`src/design/tgr_pkg.sv`:
```
package tgr_pkg;

   // Atlas geometry
   localparam int TILES_PER_SIDE = 16;
   localparam int MAX_TILE_SIZE  = 16;
   localparam int MIN_TILE_SIZE  = 3;
   localparam int PITCH          = TILES_PER_SIDE * MAX_TILE_SIZE;
   localparam int STORE_DEPTH    = PITCH * PITCH;

   // Field widths fixed by the interface
   localparam int POS_W = 8;
   localparam int PIX_W = 32;
   localparam int CFG_W = 5;
   localparam int CSR_IDX_W = 1;

   // Derived widths
   localparam int ADDR_W = $clog2(STORE_DEPTH);
   localparam int SIZE_W = $clog2(MAX_TILE_SIZE + 1);
   localparam int LOC_W  = $clog2(MAX_TILE_SIZE);
   localparam int SRC_W  = $clog2(PITCH);
   localparam int IMG_W  = $clog2(PITCH + 1);
   localparam int CMP_W  = (IMG_W > POS_W) ? IMG_W : POS_W;

   // Reciprocal used for pos / size: exact for 8-bit pos and sizes up to 64
   localparam int RECIP_SH = 16;
   localparam int RECIP_W  = RECIP_SH + 1;

   // Register reset and indexes
   localparam logic [CFG_W-1:0]     CFG_RESET       = CFG_W'(16);
   localparam logic [CSR_IDX_W-1:0] REG_TILE_WIDTH  = CSR_IDX_W'(0);
   localparam logic [CSR_IDX_W-1:0] REG_TILE_HEIGHT = CSR_IDX_W'(1);

   // Request codes
   localparam logic REQ_LOAD  = 1'b0;
   localparam logic REQ_FETCH = 1'b1;

   // Stage load enables handed to the coordinate mappers
   typedef struct packed {
      logic st2;
      logic st3;
   } pipe_en_type;

endpackage

```
`src/design/tgr_coord_map.sv`:
```
module tgr_coord_map (
   input  logic                        clock,
   input  tgr_pkg::pipe_en_type        en,
   input  logic [tgr_pkg::POS_W-1:0]   pos,
   input  logic [tgr_pkg::SIZE_W-1:0]  size,
   output logic [tgr_pkg::SRC_W-1:0]   src,
   output logic                        in_range
);
   import tgr_pkg::*;

   // ceil(2^RECIP_SH / t), zero for an empty tile
   logic [RECIP_W-1:0] recip_tab [0:MAX_TILE_SIZE];
   // source offset per (size - 1, local coordinate)
   logic [LOC_W-1:0]   off_tab [0:MAX_TILE_SIZE-1][0:MAX_TILE_SIZE-1];

   for (genvar Ts = 0; Ts <= MAX_TILE_SIZE; Ts++) begin : g_recip
      if (Ts == 0) begin : g_zero
         assign recip_tab[Ts] = '0;
      end else begin : g_val
         localparam int Recip = ((1 << RECIP_SH) + Ts - 1) / Ts;
         assign recip_tab[Ts] = RECIP_W'(Recip);
      end
   end

   for (genvar Tm = 0; Tm < MAX_TILE_SIZE; Tm++) begin : g_off_t
      for (genvar Lc = 0; Lc < MAX_TILE_SIZE; Lc++) begin : g_off_l
         localparam int Tsz = Tm + 1;
         if (Tsz < MIN_TILE_SIZE) begin : g_narrow
            assign off_tab[Tm][Lc] = '0;
         end else begin : g_val
            localparam int Idx = (Lc == 0) ? 0 : Lc - 1;
            localparam int Icl = (Idx > Tsz - 3) ? Tsz - 3 : Idx;
            localparam int Off = (2 * Icl * Tsz + Tsz - 2) / (2 * (Tsz - 2));
            assign off_tab[Tm][Lc] = LOC_W'(Off);
         end
      end
   end

   // stage 2: tile index by reciprocal multiply, range check
   logic [POS_W+RECIP_W-1:0] prod;
   logic [POS_W-1:0]         q_in, q_ff, pos2_ff;
   logic                     inr_in, inr2_ff;

   assign prod   = pos * recip_tab[size];
   assign q_in   = prod[RECIP_SH +: POS_W];
   assign inr_in = CMP_W'(pos) < CMP_W'(CMP_W'(TILES_PER_SIDE) * CMP_W'(size));

   always_ff @(posedge clock) begin
      if (en.st2) begin
         q_ff    <= q_in;
         pos2_ff <= pos;
         inr2_ff <= inr_in;
      end
   end

   // stage 3: tile base and local coordinate
   logic [POS_W+SIZE_W-1:0] base_full;
   logic [POS_W-1:0]        base_in, base_ff, diff;
   logic [LOC_W-1:0]        loc_in, loc_ff;
   logic                    inr3_ff;

   assign base_full = q_ff * size;
   assign base_in   = base_full[POS_W-1:0];
   assign diff      = pos2_ff - base_in;
   assign loc_in    = diff[LOC_W-1:0];

   always_ff @(posedge clock) begin
      if (en.st3) begin
         base_ff <= base_in;
         loc_ff  <= loc_in;
         inr3_ff <= inr2_ff;
      end
   end

   // gutter offset lookup and source coordinate
   logic [SIZE_W-1:0] size_m1;
   logic [LOC_W-1:0]  off_val;

   assign size_m1  = size - SIZE_W'(1);
   assign off_val  = off_tab[size_m1[LOC_W-1:0]][loc_ff];
   assign src      = SRC_W'(base_ff) + SRC_W'(off_val);
   assign in_range = inr3_ff;

endmodule

```
`config.mk`:
```
export PLATFORM = sky130hd
export DESIGN_NAME = tgr_coord_map
export DESIGN_NICKNAME = d
export VERILOG_FILES = /design/src/design/tgr_pkg.sv /design/src/design/tgr_coord_map.sv
export SDC_FILE = /design/constraint.sdc
export NUM_CORES = 1
export LEC_CHECK = 0
export BUFFER_PORTS_ARGS = -buffer_cell sky130_fd_sc_hd__buf_2
export CAP_MARGIN = 20
export CORE_MARGIN = 2
export CORE_UTILIZATION = 30
export DETAILED_ROUTE_END_ITERATION = 8
export PLACE_DENSITY = 0.44
export SLEW_MARGIN = 20
export SYNTH_ARGS = -nofsm -noshare
export SYNTH_HDL_FRONTEND = slang
export SYNTH_SLANG_ARGS = --single-unit
```
`constraint.sdc`:
```
create_clock -name clock -period 6.9 [get_ports clock]
set_clock_uncertainty 0.15 [all_clocks]
set_input_delay 1.035 -clock clock [delete_from_list [all_inputs] [get_ports clock]]
set_output_delay 1.035 -clock clock [all_outputs]
set_load 0.03 [all_outputs]
```
Word level (Yosys, flattened, before mapping):

Memory sizes are Yosys's and may differ from the RTL's.
Index checks and enable logic that the tools add are counted.

* $add $sub $neg: 3
* multipliers: 2
* magnitude comparators: 4
* muxes and demuxes: 7
* bitwise operators: 3

Operators with widths (number)
* $mux W64: 2
* $mux W17: 2
* $mul A8 B17 Y24: 1
* $bmux W4 S4: 1
* $ge A5 B5 Y1 const B: 2
* $not A4 Y5: 2
* $lt A8 B9 Y1: 1
* $add A8 B4 Y8: 1
* $mul A8 B5 Y8: 1
* $mux W4: 2
* $ge A6 B6 Y1 const B: 1
* $not A5 Y6: 1
* $sub A4 B1 Y4 const B: 1
* $sub A4 B4 Y4: 1

* memory bits (read-only): 1568
* logic and storage cells: 27
* bits of input ports: 16
* memories: 2
* flip-flop bits (word level): 26

Memories
* (name not given): depth 16, width 64, read ports 1, clocked after Yosys merged registers in 0, wr ports 0, RTL line tgr_coord_map.sv:80 `assign off_val = off_tab[size_m1[LOC_W-1:0]][loc_ff];`
* (name not given): depth 32, width 17, read ports 1, clocked after Yosys merged registers in 0, wr ports 0, RTL line tgr_coord_map.sv:44 `assign prod = pos * recip_tab[size];`

Depth between registers and ports, before layout:

Gate-level depths: netlist of run 1.

* depth after elaboration: 9
* gate-level depth with buffers: 23
* mapped depth without buffers: 22

Worst setup path after synthesis of run 1:

No wires, ideal clock.

* path kind: input to register
* from: input port size[0] in the netlist's numbering
* to: register q_ff[2] (data pin)
* data arrival time: 6.036 ns
* data required time: 6.487 ns
* stages on the path: 21
* library setup time: 0.263 ns
* setup slack: 0.452 ns
* path buffers: 1
* path through: clkbuf_1 inv_1 ha_1 inv_1 nor2_1 nor2_1 a211oi_1 and2_1 fa_1 fa_1 fa_1 inv_1 fa_1 inv_1 ha_1 a2111o_1 a31o_1 o21ai_0 o22ai_1 a311oi_1 xnor2_1

* cells in the longest elaborated chain, start to end: 5

Ends and longest elaborated chain
* start, declared: RTL line tgr_coord_map.sv:5 `input logic [tgr_pkg::SIZE_W-1:0] size,`
* $not A5 Y6 (implied by the code): RTL line tgr_coord_map.sv:44
* $mem_v2 Z32 W17
* $mux W17 (implied by the code) (2 in a row): RTL line tgr_coord_map.sv:44
* $mul A8 B17 Y24: RTL line tgr_coord_map.sv:44
* net prod[18]: RTL line tgr_coord_map.sv:40 `logic [POS_W+RECIP_W-1:0] prod;`
* end signal, assigned: RTL line tgr_coord_map.sv:50 `q_ff <= q_in;`
* end, declared: RTL line tgr_coord_map.sv:41 `logic [POS_W-1:0] q_in, q_ff, pos2_ff;`

The timed path passes the listed nets, and every way through them passes these cells. The select of a mux whose other input is x is not followed.
A chain may end at the register's enable or synchronous reset.

Final worst setup path of run 1:

* from: input port size[1] in the netlist's numbering
* to: register q_ff[7] (data pin)

Same word-level chain as after synthesis.

==> results by stage, run 1 <==
Clock network:
- Buffers inserted to repair hold after CTS numbered 0.
- The CTS buffer count is 3.
- TritonCTS built the clock tree.
- The total number of clock tree sinks is 26.
- CTS built an H-tree with a depth of 1.
- The worst-case clock buffer depth is 2.
- The clock-pin transition on the worst setup and hold timing paths is 70 ps.
- The worst-skew pair later-pin latency is 260 ps.
- The root buffer cell is sky130_fd_sc_hd__clkbuf_16.
- In this run, post-CTS repair resized a total of 0 instances.
- Once the clock tree was built, the setup fixing pass inserted 0 buffers.

Floorplan:
- The area of the core is 0.0218 mm².
- The area of the die is between 0.02 and 0.025 mm².
- The effective utilization at floorplan is 0.305.
- During I/O placement, the number of pins put on the boundary was 25.
- In this run the horizontal extent of the chip is 153 µm.
- In this run the vertical extent of the chip is ~150 µm.
- The total number of placement rows is between 50 and 60.

Yosys:
- Ranked by total cell area, the synthesized netlist is headed by sky130_fd_sc_hd__fa_1 (30%), sky130_fd_sc_hd__ha_1 (13%), sky130_fd_sc_hd__edfxtp_1 (12%), sky130_fd_sc_hd__and2_1 (11%), sky130_fd_sc_hd__inv_1 (6.6%).
- The simple-gate share of the synthesized area is 0.203.
- The combined area of all synthesized cells is 0.00664 mm².
- The most used flip-flop cell after synthesis is sky130_fd_sc_hd__edfxtp_1.
- For this run, the register share of the synthesized area comes to 0.118.
- The number of flops mapped to enable cells by yosys is 26.
- The netlist uses 59 different library cells.
- Counting every net in the synthesized netlist gives between 900 and 1000.
- The leading area contributor after synthesis is sky130_fd_sc_hd__fa_1.
- The main combinational cell family by area after synthesis is adder cells.
- Of the total synthesized cell area, the portion taken by full adders, half adders and majority gates is 0.440.
- Of the total synthesized cell area, the portion taken by XOR and XNOR cells is 0.0471.
- The portion of netlist area occupied by mux cells is 0.
- The area fraction in compound gates after synthesis was 0.110.
- The synthesis-stage register bit count is 26.
- The Yosys step of the flow raised 0 warnings.
- The share of synthesized area in the top cell type comes to 0.305.
- The proportion of register bits with asynchronous set or reset after synthesis is 0.
- A synthesized cell averages around 9.1 µm².
- Synthesis produced a netlist whose cell count is 727.

STA:
- Adding up every negative setup slack in the final design gives 0 ps.
- The remaining max-slew budget at the tightest pin is 0.540.
- The period utilization is 0.937.
- The maximum operating frequency is 0.155 GHz.
- The setup violation total in the final timing report is 0.
- Setup repair after global routing left no endpoint under its margin.
- The number of max-slew violations in the final report was 0.
- Across all setup checks in the final design, the least slack found is between 400 and 500 ps.
- At the pin with the least slew margin, the transition time is roughly 690 ps.
- The minimum period implied by the final worst setup slack is 6470 ps.
- The final hold violation count was 0.

Setup path:
- The critical path depth in cells is 18.
- The signal on the critical path passes through buf_2, ha_1, nor2b_1, nor2_1, a221oi_2, nand2_1, fa_1, fa_1, inv_1, fa_1, fa_1, ha_1, o211ai_1, a21oi_1, a211oi_2, o21ai_2, a2111o_1, nand3_1.
- The path depth of the worst reg2reg path is 10.
- The number of buffers and inverters on the critical path is 2.
- The cell occurring most often along the worst timing path is sky130_fd_sc_hd__fa_1.
- The worst setup path is captured at a flip-flop.
- The slowest stage of the critical path is the sky130_fd_sc_hd__a221oi_2 cell.
- At the worst endpoint, the required time is ~7000 ps.
- In this design, the largest share of critical-path delay is due to adder cells.
- The data arrival time of the critical path is 6440 ps.
- Of all nets on the critical path, the largest fanout is 8.
- For this run, the slowest stage of the critical path takes 670 ps.
- The startpoint-to-endpoint class of the critical path is input port to flip-flop.
- The nature of the critical path startpoint is an input port.

Power and ir drop:
- Across the VDD grid, the largest voltage drop is 0.163 mV.
- Summed over all cells, the static leakage comes to about 3.5 nW.
- Dividing total power by cell area gives a power density of 225 mW/mm².

Detailed routing:
- The via density per instance is 4.85.
- The final routed wire length divided by cell count is between 15 and 20 µm.
- Wires add up to 16300 µm.
- The via count is around 5000.
- The count of nets left with antenna violations once routing finished came out at 0.
- In the routed design, unresolved DRC markers number 0.
- The first routing iteration left 228 violations.
- The number of iterations in the first detailed-routing pass is 4.

Finish:
- Relative to the synthesized area, the layout overhead comes to 9.77%.
- After the last flow step, the layout net total stands at 943.
- In the final layout, the share of cells above drive strength 1 is 0.0889.

Min path:
- The worst hold path cell count is 0.
- The worst hold path belongs to the class flip-flop to flip-flop.

Run:
- The number of max-capacitance violations reported is 0.

Global routing:
- After global routing the overflow that remains totals 0.
- The wire length of the first global-routing pass is 28300 µm.
- The number of global-route vias before repair is 5539.
- The total routing usage reported by global routing is 0.148.
- The maximum number of pins on one net before global-route repair is 30.
- The initial antenna violation count is 1.

Placement:
- The setup slack after placement is 132 ps.
- The number of port buffers is 24.
- At the end of routability-driven placement, the weighted congestion stood at between 0.8 and 0.9.
- The placed wire-length estimate is 12900 µm.

Outcome:
- The run finished with clean final reports.
-- cell usage after synthesis (all sizes together), types with 12 or more instances --
master  count
clkbuf     18
edfxtp     26
xnor2      26
a21o       12
ha         71
nor2       22
fa        101
inv       121
and2      119
nand2      58
a21oi      32
o21ai      22
a211oi     12
-- through the flow --
| stage | cells | utilization | cell area [µm²] | total power [W] | hold slack [ps] |
|---|---|---|---|---|---|
| after floorplan | 727 | - | 6640 | 0.00120 | 250 |
| after global placement | 1030 | 0.330 | 7180 | 0.00148 | 308 |
| after detailed placement | 1030 | 0.330 | 7180 | 0.00149 | 302 |
| after CTS | 1034 | 0.335 | 7280 | 0.00167 | 317 |
| after global routing | 1034 | 0.335 | 7280 | 0.00183 | 317 |
| final | 1035 | 0.335 | 7280 | 0.00164 | 310 |
-- cell usage in the layout (no fill, tap or decap), types with 10 or more instances in the layout --
cell type / synthesis / layout
sky130_fd_sc_hd__nor2_1: 22 / 22
sky130_fd_sc_hd__buf_2: 4 / 24
sky130_fd_sc_hd__nand2_1: 58 / 58
sky130_fd_sc_hd__a21oi_1: 32 / 32
sky130_fd_sc_hd__fa_1: 101 / 101
sky130_fd_sc_hd__and2_1: 118 / 118
sky130_fd_sc_hd__a211oi_1: 10 / 10
sky130_fd_sc_hd__o21ai_0: 17 / 17
sky130_fd_sc_hd__inv_1: 117 / 117
sky130_fd_sc_hd__edfxtp_1: 26 / 26
sky130_fd_sc_hd__buf_4: 1 / 22
sky130_fd_sc_hd__a21o_1: 12 / 12
sky130_fd_sc_hd__ha_1: 71 / 71
sky130_fd_sc_hd__xnor2_1: 24 / 24
-- cells by family (layout without fill, tap and decap cells) --
kind of cell               after synthesis  in the layout
DFF                                     26             26
adders and majority gates              173            173
and+or+nand+nor                        242            242
xor gates and xnor gates                34             34
AOI/OAI and AO/OA                      108            108
other                                    0              1
buffers and inverters                  144            171
-- area by class of cell --
class	instances	area (µm²)
repair buffers	46	285
inverters	121	454
well taps	280	350
multi-input cells	557	5310
diodes	1	2.50
clock buffers	3	75.1
clock inverters	1	30.0
fillers	2310	14500
flip-flops and latches	26	781
-- power by group --
part | switching, W | internal [W]
logic | 0.000676 | 0.000480
registers | 0.0000536 | 0.000262
clock network | 0.0000533 | 0.000115
total | 0.000783 | 0.000857
-- metal layers --
layer  global-route usage  vias to the layer above  wire length (µm)
met3              0.00910                        9               515
met2                0.260                       76              8040
met1                0.204                     2537              7680
met4               0.0216                        0               119
li1                     -                     2401                 -
met5                    0                        -                 0
-- state kept, by name, indices dropped and copies added, names as in the netlist --
register	flops
loc_ff	4
q_ff	8
in_range	1
pos2_ff	4
inr2_ff	1
base_ff	8
-- worst paths after layout --
kind | from | end | slack, ps
hold reg to reg | inr2_ff$_DFFE_PP_ | in_range$_DFFE_PP_ | 310
hold / removal | inr2_ff$_DFFE_PP_ | in_range$_DFFE_PP_ | 310
setup / recovery | size[1] | q_ff[7]$_DFFE_PP_ | 430
setup reg to reg | q_ff[0]$_DFFE_PP_ | base_ff[7]$_DFFE_PP_ | 3440
No activity file was read; power rests on OpenSTA's default activity.
==> run 2, diff against run 1 <==
Settings changed: ABC_AREA set to 1.
==> run 2 against run 1 <==
Compared with the run above: sequential power grew 1%; first-iteration DRC count is 12% higher; clock power grew 5%; area after synthesis up 2.4%; critical path depth up 5; power up 9.2%; non-clock buffer count shrank 16; final cell count is 15% higher; sequential share of layout area fell by 0.079 points; critical path type unchanged; largest cell class unchanged; largest power group unchanged.
==> results by stage, run 2 <==
Yosys:
- The post-synthesis instance total is 891.
- For this run, the number of Yosys warnings is 0.
- The leading area contributor after synthesis is sky130_fd_sc_hd__fa_1.
- Yosys attributes the largest share of cell area to sky130_fd_sc_hd__fa_1 (30%), sky130_fd_sc_hd__ha_1 (13%), sky130_fd_sc_hd__edfxtp_1 (11%), sky130_fd_sc_hd__inv_1 (10%), sky130_fd_sc_hd__nand2_1 (8.8%).
- The most repeated cell in the gate-level netlist after synthesis is sky130_fd_sc_hd__inv_1.
- The prevailing post-synth register cell is sky130_fd_sc_hd__edfxtp_1.
- Counting flops with an async set or reset pin after synthesis yields a share of 0.
- The number of different library cells in the post-synthesis netlist is 42.
- The sequential area share after synthesis is 0.115.
- Of the post-synthesis cell area, the dominant cell type holds 0.298.
- After synthesis, the most frequently instantiated cells are sky130_fd_sc_hd__inv_1 (188), sky130_fd_sc_hd__nand2_1 (160), sky130_fd_sc_hd__nor2_1 (142).
- The combined area of all synthesized cells is about 0.0068 mm².
- The synthesis-stage register bit count is 26.
- A synthesized cell averages approximately 7.6 µm².
- The number of nets in the synthesized netlist is 1079.
- Counting flops with a built-in enable in the synthesized netlist gives 26.

Setup path:
- In this run the critical register-to-register path is launched from q_ff[0]$_DFFE_PP_.
- In this run the worst path has a maximum fanout of 9.
- The cell occurring most often along the worst timing path is sky130_fd_sc_hd__inv_1.
- STA classifies the critical path startpoint as an input port.
- Across all register-to-register paths, the minimum setup slack is 3220 ps.
- The largest single stage delay on the critical path is 530 ps.
- The data arrival time of the critical path is 6030 ps.
- For the worst setup path, the data required time is 6780 ps.
- The category of the worst setup path capture point is a flip-flop.
- The critical path is of the input port to flip-flop type.
- The cell at the slowest stage of the critical path is sky130_fd_sc_hd__fa_1.
- The critical path goes through buf_2, inv_1, ha_1, inv_1, o21ai_0, nand2_1, nor2_1, inv_1, nor2_1, fa_1, fa_1, fa_1, inv_1, fa_1, inv_1, ha_1, a21oi_1, o21ai_0, nand2_1, nand2_1, a21oi_1, o21ai_1, xor2_1.
- The most critical setup path has its startpoint at size[0].

Outcome:
- The run finished with clean final reports.

Min path:
- The worst hold path class is flip-flop to flip-flop.
- The startpoint of the most critical hold path is inr2_ff$_DFFE_PP_.

Power and ir drop:
- The power per unit of standard cell area is 244 mW/mm².
- Internal power comes to 0.000857 W.
- The share of total power dissipated in sequential elements is 0.178.
- The switching power is 0.000934 W.
- Of the total power, the share spent switching nets is 0.522.
- The proportion of power drawn by the clock network is 0.099.
- Of the total power, combinational logic draws 0.723.
- IR analysis of the VDD net gives a maximum drop of 0.159 mV.
- The static power due to leakage is ~3.9 nW.

Placement:
- At the end of routability-driven placement, the weighted congestion stood at around 0.88.
- At the placement stage, the worst setup path has a slack of 453 ps.
- Buffers placed on the I/O ports in this run total 24.
- The standard cell area after detailed placement is 0.00723 mm².
- The placed wire-length estimate is 16000 µm.

Global routing:
- The number of global-route vias before repair is about 6000.
- The maximum number of pins on one net before global-route repair is 20.
- The initial antenna violation count came to 0.
- Across every metal layer, demand over resource in global routing totals 0.168.
- The aggregate global routing overflow is 0.
- The first global-routing pass estimated 31900 µm of wire.

Finish:
- In the final layout, the registers with the most flip-flops are base_ff: 8 flops, q_ff: 8 flops.
- Registers take 781 µm².
- Leaving out fill and tap cells, the most frequent cells in the layout are sky130_fd_sc_hd__inv_1 (188), sky130_fd_sc_hd__nand2_1 (160), sky130_fd_sc_hd__nor2_1 (142).
- Counting the fill cells in the layout gives 2446.
- The multi-input combinational cells in the finished layout cover a total of 0.00520 mm².
- The net count reported at finish is 1097.
- The number of antenna diodes in the final layout is 0.
- The commonest non-fill, non-tap cell in the layout is sky130_fd_sc_hd__inv_1.
- With fillers left out, the area of the finished cells amounts to 0.00734 mm².
- The fraction of final layout cells sized beyond drive strength 1 is 0.0562.
- Compared with the post-synthesis result, the final layout area differs by 8.01%.

Clock network:
- Post-CTS repair changed the size of 0 cells.
- Clock-pin slew was measured on the worst setup and hold paths at 80 ps.
- The worst-case clock buffer depth is 2.
- The root buffer cell is sky130_fd_sc_hd__clkbuf_16.
- The worst-skew pair later-pin latency is 270 ps.
- TritonCTS created 3 clock buffers.
- The number of hold buffers added after CTS was 0.
- The clock tree from TritonCTS is built.
- In this run the number of H-tree levels came out at 1.
- The number of buffers inserted by post-CTS setup repair is 0.
- Counting every sink on the clock net gives 26.

STA:
- The maximum operating frequency is 0.163 GHz.
- The period utilization is 0.892.
- Setup repair after global routing left no endpoint under its margin.
- Setup violations remaining at the end of the flow were counted as 0.
- The final-layout worst hold slack is 300 ps.
- The number of max-slew violations in the final report is 0.
- The transition at the pin with the smallest max-transition slack is 605 ps.
- The setup TNS is 0 ps.
- The worst pin sits at a relative slew slack of 0.596.
- The setup slack after layout is about 750 ps.
- Subtracting the final worst setup slack from the clock period gives between 6000 and 7000 ps.
- The final hold violation count is 0.

Floorplan:
- Measured along the y axis, the die boundary spans between 150 and 200 µm.
- The core region is 0.0224 mm².
- The area of the die is 0.0239 mm².
- The initialized floorplan defines 55 standard-cell rows.
- The effective utilization at floorplan is 0.303.
- From left edge to right edge, the die measures 154 µm.
- The number of top-level design ports is 25.

Detailed routing:
- The routed design has 19000 µm of wire.
- The via density per instance is between 4 and 5.
- Across all layers, the routed design uses between 5000 and 6000 vias.
- The detailed router finished its first iteration with between 200 and 300 violations.
- The count of nets left with antenna violations once routing finished came out at 0.
- After detailed routing, the average wire length per cell comes to roughly 16 µm.
- After detailed routing, the number of remaining DRC violations is 0.
- The first detailed-routing pass ran for 4 iterations.

Run:
- Max-cap violations in this run came to 0.
run 2: changes by cell type after synthesis, moves of 13 or more:
cell / previous run / this run
sky130_fd_sc_hd__and2_1: 118 / 0
sky130_fd_sc_hd__inv_1: 117 / 188
sky130_fd_sc_hd__nand2_1: 58 / 160
sky130_fd_sc_hd__nand3_1: 8 / 26
sky130_fd_sc_hd__nor2_1: 22 / 142
sky130_fd_sc_hd__o21ai_0: 17 / 32
sky130_fd_sc_hd__xnor2_1: 24 / 11
run 2: through the flow:
| stage | total power, W | util | std cells |
|---|---|---|---|
| final | 0.00179 | 0.327 | 1193 |
| after detailed placement | 0.00163 | 0.322 | 1189 |
| after global routing | 0.00202 | 0.327 | 1193 |
| after floorplan | 0.00130 | - | 891 |
| after global placement | 0.00164 | 0.322 | 1189 |
| after CTS | 0.00182 | 0.327 | 1193 |
run 2: metal layers:
metal	vias up	track usage	part of all wire
met5	-	0	0
met4	0	0.0247	0.014
met3	16	0.0151	0.024
met2	93	0.300	0.48
met1	2736	0.226	0.48
li1	2772	-	-
run 2: cell families after synthesis:
group                      share of synthesized area
and+or+nand+nor                                0.214
buffers and inverters                          0.119
adders and majority gates                      0.428
AOI/OAI and AO/OA                             0.0903
xor gates and xnor gates                      0.0335
DFF                                            0.115
run 2: final timing paths:
kind              cells after the start                   end
setup / recovery                     23     q_ff[6]$_DFFE_PP_
hold / removal                        0    in_range$_DFFE_PP_
setup reg to reg                     14  base_ff[7]$_DFFE_PP_
hold reg to reg                       0    in_range$_DFFE_PP_
run 2: final cells by class:
| cell class | instances | share of cell area |
|---|---|---|
| clock inverters | 1 | 0.00409 |
| multi-input cells | 656 | 0.709 |
| repair buffers | 30 | 0.0225 |
| inverters | 192 | 0.0989 |
| flip-flops and latches | 26 | 0.106 |
| clock buffers | 3 | 0.0102 |
| well taps | 285 | 0.0486 |
run 2: power by group through the flow:
| stage | sequential (W) | clock, W | combinational, W |
|---|---|---|---|
| after floorplan | 0.000298 | 0 | 0.00100 |
| after global placement | 0.000323 | 0 | 0.00132 |
| after global routing | 0.000326 | 0.000189 | 0.00151 |
| final | 0.000319 | 0.000177 | 0.00130 |
| after CTS | 0.000318 | 0.000184 | 0.00132 |
| after detailed placement | 0.000321 | 0 | 0.00131 |
run 2: critical path: cells and delay by family:
| kind | cells | cell delay (ps) |
|---|---|---|
| buffers and inverters | 6 | 730 |
| and+or+nand+nor | 5 | 620 |
| adders and majority gates | 6 | 2650 |
| xor gates and xnor gates | 1 | 140 |
| AOI/OAI and AO/OA | 5 | 850 |
